==> src/asrs_pkg.sv <==
`timescale 1ns / 1ps
// ----------------------------------------------------------------------------
// asrs_pkg
// Shared types for the aligned sector read splitter: request beat, command
// beat and the result of one split step.
// ----------------------------------------------------------------------------
package asrs_pkg;

  localparam int LBA_W   = 28;
  localparam int CNT_W   = 7;
  localparam int SECT_W  = 9;
  localparam int SKIP_W  = 3;
  localparam int DST_W   = 6;
  localparam int SHIFT_W = 2;
  localparam int UNIT_W  = 4;

  typedef struct packed {
    logic [LBA_W-1:0] start_lba;
    logic [CNT_W-1:0] sector_count;
    logic             dest_odd;
  } req_t;

  typedef struct packed {
    logic [LBA_W-1:0]  cmd_lba;
    logic [SECT_W-1:0] cmd_sectors;
    logic [SKIP_W-1:0] skip_sectors;
    logic [SECT_W-1:0] keep_sectors;
    logic [DST_W-1:0]  dest_sector;
    logic              bounced;
    logic              last;
  } cmd_t;

  typedef struct packed {
    cmd_t             cmd;
    logic [CNT_W-1:0] adv;
    logic [CNT_W-1:0] rem;
  } step_t;

endpackage

==> src/asrs_step.sv <==
`timescale 1ns / 1ps
// ----------------------------------------------------------------------------
// asrs_step
// Split unit: from the current LBA, remaining count and destination offset,
// form one drive command and the amount it advances the request.
// ----------------------------------------------------------------------------
module asrs_step
  import asrs_pkg::*;
#(
  parameter int CMD_SECTOR_CAP = 256
) (
  input  logic [LBA_W-1:0]   lba,
  input  logic [CNT_W-1:0]   count,
  input  logic               odd,
  input  logic [DST_W-1:0]   dst,
  input  logic [SHIFT_W-1:0] shift,
  output step_t              step
);

  localparam logic [SECT_W-1:0] CAP = SECT_W'(CMD_SECTOR_CAP);

  logic [UNIT_W-1:0] unit;
  logic [SKIP_W-1:0] umask;
  logic [SKIP_W-1:0] off;
  logic [UNIT_W-1:0] avail;
  logic [SECT_W-1:0] cap;
  logic [SECT_W-1:0] bulk;
  logic [SECT_W-1:0] bulk_c;
  logic [CNT_W-1:0]  take;
  logic              fast;

  always_comb begin
    unit   = UNIT_W'(1) << shift;
    umask  = SKIP_W'(unit - UNIT_W'(1));
    off    = lba[SKIP_W-1:0] & umask;
    avail  = unit - {1'b0, off};
    cap    = CAP & ~{{(SECT_W-SKIP_W){1'b0}}, umask};
    bulk   = {2'b00, count} & ~{{(SECT_W-SKIP_W){1'b0}}, umask};
    bulk_c = (bulk > cap) ? cap : bulk;
    take   = (count < CNT_W'(avail)) ? count : CNT_W'(avail);
    fast   = (off == '0) && (count >= CNT_W'(unit)) && !odd;

    step.cmd.dest_sector = dst;
    if (fast) begin
      step.adv                = bulk_c[CNT_W-1:0];
      step.cmd.cmd_lba        = lba;
      step.cmd.cmd_sectors    = bulk_c;
      step.cmd.skip_sectors   = '0;
      step.cmd.keep_sectors   = bulk_c;
      step.cmd.bounced        = 1'b0;
    end else begin
      step.adv                = take;
      step.cmd.cmd_lba        = lba - {{(LBA_W-SKIP_W){1'b0}}, off};
      step.cmd.cmd_sectors    = SECT_W'(unit);
      step.cmd.skip_sectors   = off;
      step.cmd.keep_sectors   = {2'b00, take};
      step.cmd.bounced        = 1'b1;
    end
    step.rem      = count - step.adv;
    step.cmd.last = (step.rem == '0);
  end

endmodule

==> src/asrs_seq.sv <==
`timescale 1ns / 1ps
// ----------------------------------------------------------------------------
// asrs_seq
// Request sequencer: latches a request, runs the split unit once per cycle
// and registers one command beat per step until the count is spent.
// ----------------------------------------------------------------------------
module asrs_seq
  import asrs_pkg::*;
#(
  parameter int MAX_REQUEST_SECTORS = 64,
  parameter int CMD_SECTOR_CAP      = 256
) (
  input  logic               clk,
  input  logic               rst_n,
  input  logic               start,
  input  req_t               in_item,
  input  logic [SHIFT_W-1:0] shift,
  output logic               busy,
  output logic               out_strobe,
  output cmd_t               out_item
);

  localparam logic [CNT_W-1:0] MAX_CNT = CNT_W'(MAX_REQUEST_SECTORS);

  typedef enum logic [1:0] {
    ST_IDLE = 2'b01,
    ST_RUN  = 2'b10
  } state_t;

  state_t           state_r, state_nxt;
  logic [LBA_W-1:0] lba_r, lba_nxt;
  logic [CNT_W-1:0] count_r, count_nxt;
  logic             odd_r, odd_nxt;
  logic [DST_W-1:0] dst_r, dst_nxt;
  logic             strobe_r, strobe_nxt;
  cmd_t             item_r, item_nxt;
  logic [CNT_W-1:0] sat_cnt;
  step_t            step;

  asrs_step #(
    .CMD_SECTOR_CAP(CMD_SECTOR_CAP)
  ) u_step (
    .lba  (lba_r),
    .count(count_r),
    .odd  (odd_r),
    .dst  (dst_r),
    .shift(shift),
    .step (step)
  );

  assign sat_cnt = (in_item.sector_count > MAX_CNT) ? MAX_CNT : in_item.sector_count;

  always_comb begin
    state_nxt  = state_r;
    lba_nxt    = lba_r;
    count_nxt  = count_r;
    odd_nxt    = odd_r;
    dst_nxt    = dst_r;
    strobe_nxt = 1'b0;
    item_nxt   = step.cmd;
    unique case (state_r)
      ST_IDLE: begin
        if (start && (sat_cnt != '0)) begin
          state_nxt = ST_RUN;
          lba_nxt   = in_item.start_lba;
          count_nxt = sat_cnt;
          odd_nxt   = in_item.dest_odd;
          dst_nxt   = '0;
        end
      end
      ST_RUN: begin
        strobe_nxt = 1'b1;
        lba_nxt    = lba_r + LBA_W'(step.adv);
        count_nxt  = step.rem;
        dst_nxt    = dst_r + step.adv[DST_W-1:0];
        if (step.rem == '0) begin
          state_nxt = ST_IDLE;
        end
      end
      default: state_nxt = ST_IDLE;
    endcase
  end

  always_ff @(posedge clk) begin
    if (!rst_n) begin
      state_r  <= ST_IDLE;
      strobe_r <= 1'b0;
      count_r  <= '0;
    end else begin
      state_r  <= state_nxt;
      strobe_r <= strobe_nxt;
      count_r  <= count_nxt;
    end
  end

  always_ff @(posedge clk) begin
    lba_r  <= lba_nxt;
    odd_r  <= odd_nxt;
    dst_r  <= dst_nxt;
    item_r <= item_nxt;
  end

  assign busy       = (state_r == ST_RUN);
  assign out_strobe = strobe_r;
  assign out_item   = item_r;

`ifndef SYNTH
  a_strobe_follows_run: assert property (@(posedge clk) disable iff (!rst_n)
    out_strobe |-> $past(busy))
    else $error("command beat without a running request");

  a_run_has_count: assert property (@(posedge clk) disable iff (!rst_n)
    busy |-> (count_r != '0))
    else $error("running with no sectors left");

  a_last_ends_run: assert property (@(posedge clk) disable iff (!rst_n)
    (out_strobe && out_item.last) |-> !busy)
    else $error("last beat while still running");

  a_keep_nonzero: assert property (@(posedge clk) disable iff (!rst_n)
    out_strobe |-> (out_item.keep_sectors != '0))
    else $error("command beat keeps no sectors");

  a_accept_runs: assert property (@(posedge clk) disable iff (!rst_n)
    (start && !busy && (sat_cnt != '0)) |=> busy)
    else $error("accepted request did not start");
`endif

endmodule

==> src/aligned_sector_read_splitter_top.sv <==
`timescale 1ns / 1ps
// ----------------------------------------------------------------------------
// aligned_sector_read_splitter_top
// Splits a logical read request into physically aligned drive commands.
// ----------------------------------------------------------------------------
// A request is taken when start is high and busy is low. A request whose
// count (saturated to MAX_REQUEST_SECTORS) is zero gives no beats and leaves
// busy low. Otherwise busy stays high while its N commands are formed;
// the shared split unit forms one command per cycle and out_strobe marks
// each beat for one cycle, starting once the run state is entered and the
// first command registered. N is at most the sector count (64). The
// receiver must take every beat as it comes; there is no stall. The user
// must write the physical sector shift (reset value 1) through cfg_we only
// while busy is low and no beat is pending; the block does not enforce it.
module aligned_sector_read_splitter_top
  import asrs_pkg::*;
#(
  parameter int MAX_REQUEST_SECTORS = 64,
  parameter int CMD_SECTOR_CAP      = 256
) (
  input  logic               clk,
  input  logic               rst_n,
  input  logic               start,
  output logic               busy,
  input  req_t               in_item,
  output logic               out_strobe,
  output cmd_t               out_item,
  input  logic               cfg_we,
  input  logic [SHIFT_W-1:0] cfg_wdata
);

  logic [SHIFT_W-1:0] shift_r, shift_nxt;

  assign shift_nxt = cfg_we ? cfg_wdata : shift_r;

  always_ff @(posedge clk) begin
    if (!rst_n) begin
      shift_r <= SHIFT_W'(1);
    end else begin
      shift_r <= shift_nxt;
    end
  end

  asrs_seq #(
    .MAX_REQUEST_SECTORS(MAX_REQUEST_SECTORS),
    .CMD_SECTOR_CAP     (CMD_SECTOR_CAP)
  ) u_seq (
    .clk       (clk),
    .rst_n     (rst_n),
    .start     (start),
    .in_item   (in_item),
    .shift     (shift_r),
    .busy      (busy),
    .out_strobe(out_strobe),
    .out_item  (out_item)
  );

endmodule

==> config.mk <==
export PLATFORM = sky130hd
export DESIGN_NAME = aligned_sector_read_splitter_top
export DESIGN_NICKNAME = d
export VERILOG_FILES = /design/src/asrs_pkg.sv /design/src/asrs_step.sv /design/src/asrs_seq.sv /design/src/aligned_sector_read_splitter_top.sv
export SDC_FILE = /design/constraint.sdc
export NUM_CORES = 1
export LEC_CHECK = 0
export BUFFER_PORTS_ARGS = -buffer_cell sky130_fd_sc_hd__buf_2
export CAP_MARGIN = 20
export CORE_ASPECT_RATIO = 0.8
export CORE_MARGIN = 2
export CORE_UTILIZATION = 50
export CTS_CLUSTER_SIZE = 28
export DETAILED_ROUTE_END_ITERATION = 16
export PLACE_DENSITY = 0.73
export SKIP_CTS_REPAIR_TIMING = 1
export SLEW_MARGIN = 20
export SYNTH_ARGS = -nofsm -noshare
export SYNTH_HDL_FRONTEND = slang
export SYNTH_SLANG_ARGS = --single-unit
export TNS_END_PERCENT = 5
==> constraint.sdc <==
create_clock -name clk -period 4.75 [get_ports clk]
set_input_delay 0.475 -clock clk [delete_from_list [all_inputs] [get_ports clk]]
set_output_delay 0.475 -clock clk [all_outputs]
set_load 0.02 [all_outputs]
==> impl_metrics.json <==
{
  "slowest_stage": "dfxtp_1",
  "synth-edff-count": 35,
  "power_density_nw_per_um2": 388,
  "place_inst": 731,
  "final_cells": 749,
  "cts_root_buffer": "clkbuf_16",
  "synth_area_leader_cell": "dfxtp_1",
  "synth_cells": 516,
  "fin_crit_sh_pct": 97.0,
  "crit_arrival_ns": 4.68,
  "grt_pass1_vias": 3582,
  "placement_rows": 32,
  "fin_nets": 681,
  "ant_nets": 0,
  "antenna_found_initial": 1,
  "gr-usage-all-layers_pct": 21.1,
  "ioPinCount": 101,
  "die_area_um2": 10900,
  "detail_route.wl_per_cell_um": 15.3,
  "finalSetupViolations": 0,
  "muxShareOfSynthArea_pct": 1.64,
  "start_util_pct": 51.9,
  "cap_violations": 0,
  "tightest_slew_ns": 0.943,
  "grt_max_degree": 66,
  "crit_type": "flip-flop to flip-flop",
  "worstPathCellList": "or2b_1 -> inv_1 -> ha_2 -> a21o_1 -> a21oi_1 -> o32ai_2 -> inv_1 -> ha_1 -> a211oi_2 -> o21a_1 -> mux2_2 -> o21ai_4 -> ha_1 -> fa_1 -> a211oi_2 -> o21ai_1 -> o211a_1 -> nand4_1 -> xor2_1 -> o21ai_0",
  "synthesis.area_um2": 5050,
  "synth_top_family_by_area": "simple AND/OR/NAND/NOR gates",
  "synth_compound_area_share_pct": 12.4,
  "yosysWarnings": 0,
  "crit_cells": 20,
  "start_kind": "flip-flop",
  "clock_sinks": 100,
  "holdCritStartpoint": "in_item[0]",
  "vias": 3932,
  "dp_hpwl_um": 8370,
  "hp-class": "input port to flip-flop",
  "synth_area_leaders": "dfxtp_1, edfxtp_1, ha_1",
  "place_congestion": 0.884,
  "async_flop_share_pct": 0,
  "grt_pass1_wl_um": 17500,
  "area_growth_pct": 18.9,
  "drcViolationCount": 0,
  "viasPerCell": 5.25,
  "cts_made_buffers": 9,
  "p_leak_uw": 0.00266,
  "synth-seq-cells": 100,
  "critPathMaxFanout": 5,
  "wl_um": 11500,
  "hold_violations": 0,
  "fin_crit_ns": 4.61,
  "cp-end-kind": "flip-flop",
  "r2r-start": "shift_r[1]",
  "clk_latency_ns": 0.35,
  "path_clk_slew_ns": 0.07,
  "core_area_um2": 9730,
  "drtIter0Drc": 300,
  "worstSetupEndpoint": "u_seq.lba_r[22]",
  "setup_tns_ns": 0,
  "cts_buffer_depth": 2,
  "ys_types": 63,
  "r2r_cells": 20,
  "finClkSkew_ns": 0.00581,
  "synth_area_per_cell_um2": 9.78,
  "fmax_ghz": 0.217,
  "drive_above_1_share_pct": 25.5,
  "synthSimpleGateAreaFrac_pct": 17.3,
  "yosysTopAreaCellShare_pct": 25.8,
  "vdd_drop_max_mv": 0.224,
  "ys.flop_type": "dfxtp_1",
  "status": "finished, final reports clean",
  "cts_tree": "done",
  "die_w_um": 116,
  "die_y_um": 93.9,
  "path_buf_inv": 2,
  "path_delay_family": "compound AO/OA/AOI/OAI gates",
  "crit_start": "shift_r[1]",
  "r2r_slack_ns": 0.14,
  "htreeDepth": 3,
  "required_ns": 4.82,
  "relSlewSlack_pct": 37.1,
  "synth_xor_area_share_pct": 8.33,
  "timing.rr.end": "u_seq.lba_r[22]",
  "ys_seq_area_share_pct": 46.6,
  "gr-total-overflow": 0,
  "slowest_delay_ns": 0.36,
  "synthAdderAreaFrac_pct": 8.38,
  "drtPass1Iterations": 4,
  "port_buffers": 96,
  "drv_slew": 0
}
==> where the power goes <==
| group | internal (µW) | total (µW) | switching, µW |
|---|---|---|---|
| sequential | 977 | 1030 | 56.3 |
| clock | 356 | 667 | 311 |
| combinational | 263 | 627 | 364 |
| total | 1600 | 2330 | 731 |
==> logic make-up (layout without fill, tap and decap cells) <==
family,after synthesis,count (layout)
other,2,6
AND/OR/NAND/NOR,173,173
AO/OA/AOI/OAI,95,96
multiplexers,7,7
adder cells (fa/ha/maj),32,32
flip-flops,100,100
XOR/XNOR,48,48
buffers and inverters,59,151
==> through the flow <==
step / hold WS, ns / area [µm²] / total power [µW] / setup slack, ns / utilization [%]
6_report: 0.300 / 6000 / 2330 / 0.144 / 61.7
3_3_place_gp: 0.367 / 5660 / 1620 / 0.136 / 58.1
3_5_place_dp: 0.366 / 5660 / 1640 / -0.0887 / 58.1
5_1_grt: 0.299 / 6000 / 2440 / -0.0680 / 61.7
4_1_cts: 0.290 / 5920 / 2310 / -0.116 / 60.8
2_1_floorplan: 0.355 / 5060 / 1470 / 0.240 / -
==> sequential cells by signal (all words and copies together), names as in the netlist <==
signal / cells
shift_r: 2
u_seq.count_r: 7
u_seq.dst_r: 6
u_seq.lba_r: 28
u_seq.odd_r: 1
u_seq.out_item: 53
u_seq.out_strobe: 1
u_seq.state_r: 2
==> how the worst min path moves through the flow <==
stage                              endpoint  slack (ns)  cells past startpoint
final                           u_seq.odd_r        0.30                      1
after detailed placement  u_seq.out_item[2]        0.37                      0
after global routing            u_seq.odd_r        0.30                      1
after global placement    u_seq.out_item[6]        0.37                      0
after floorplan           u_seq.out_item[2]        0.35                      0
after CTS                       u_seq.odd_r        0.29                      1
==> worst reg2reg max path, stage by stage, from the launching register on <==
cell	delay (ns)
dfxtp_1	0.36
or2b_1	0.26
inv_1	0.07
ha_2	0.30
a21o_1	0.17
a21oi_1	0.18
o32ai_2	0.13
inv_1	0.08
ha_1	0.25
a211oi_2	0.18
o21a_1	0.17
mux2_2	0.36
o21ai_4	0.17
ha_1	0.24
fa_1	0.27
a211oi_2	0.10
o21ai_1	0.28
o211a_1	0.36
nand4_1	0.16
xor2_1	0.17
o21ai_0	0.09
==> synth_stat cells (4+ instances only) <==
cell / n
dfxtp_1: 65
nand2_1: 57
o21ai_0: 39
edfxtp_1: 35
ha_1: 29
nor2_1: 29
xor2_1: 27
clkbuf_1: 26
inv_1: 22
xnor2_1: 21
nand3_1: 18
and2_1: 13
a21oi_1: 11
nor2b_1: 9
nand4_1: 8
nor3_1: 8
a21o_1: 6
buf_4: 6
o21a_1: 6
a211oi_1: 5
a22oi_1: 5
and3_1: 5
nor4_1: 4
==> routing by layer <==
metal / global-route usage (%) / part of all wire [%]
met1: 29.2 / 46
met2: 31.9 / 45
met3: 7.03 / 7.7
met4: 5.06 / 0.62
met5: 0 / 0
==> placed cells by master, fill, tap and decap left out, types with 13 or more instances in the layout <==
master	netlist	routed
buf_2	1	96
xnor2_1	21	20
o21ai_0	39	37
xor2_1	27	27
edfxtp_1	35	35
and2_1	13	13
buf_4	6	15
ha_1	29	28
dfxtp_1	65	64
nand3_1	18	18
nor2_1	29	28
inv_1	22	22
nand2_1	57	57
==> layout make-up <==
type / instances / area (µm²)
fillers: 833 / 3730
repair buffers: 111 / 593
clock inverters: 4 / 26.3
inverters: 24 / 92.6
well taps: 136 / 170
diodes: 1 / 2.50
clock buffers: 12 / 236
multi-input cells: 361 / 2530
flip-flops and latches: 100 / 2350
Power figures use the tool's default switching activity.
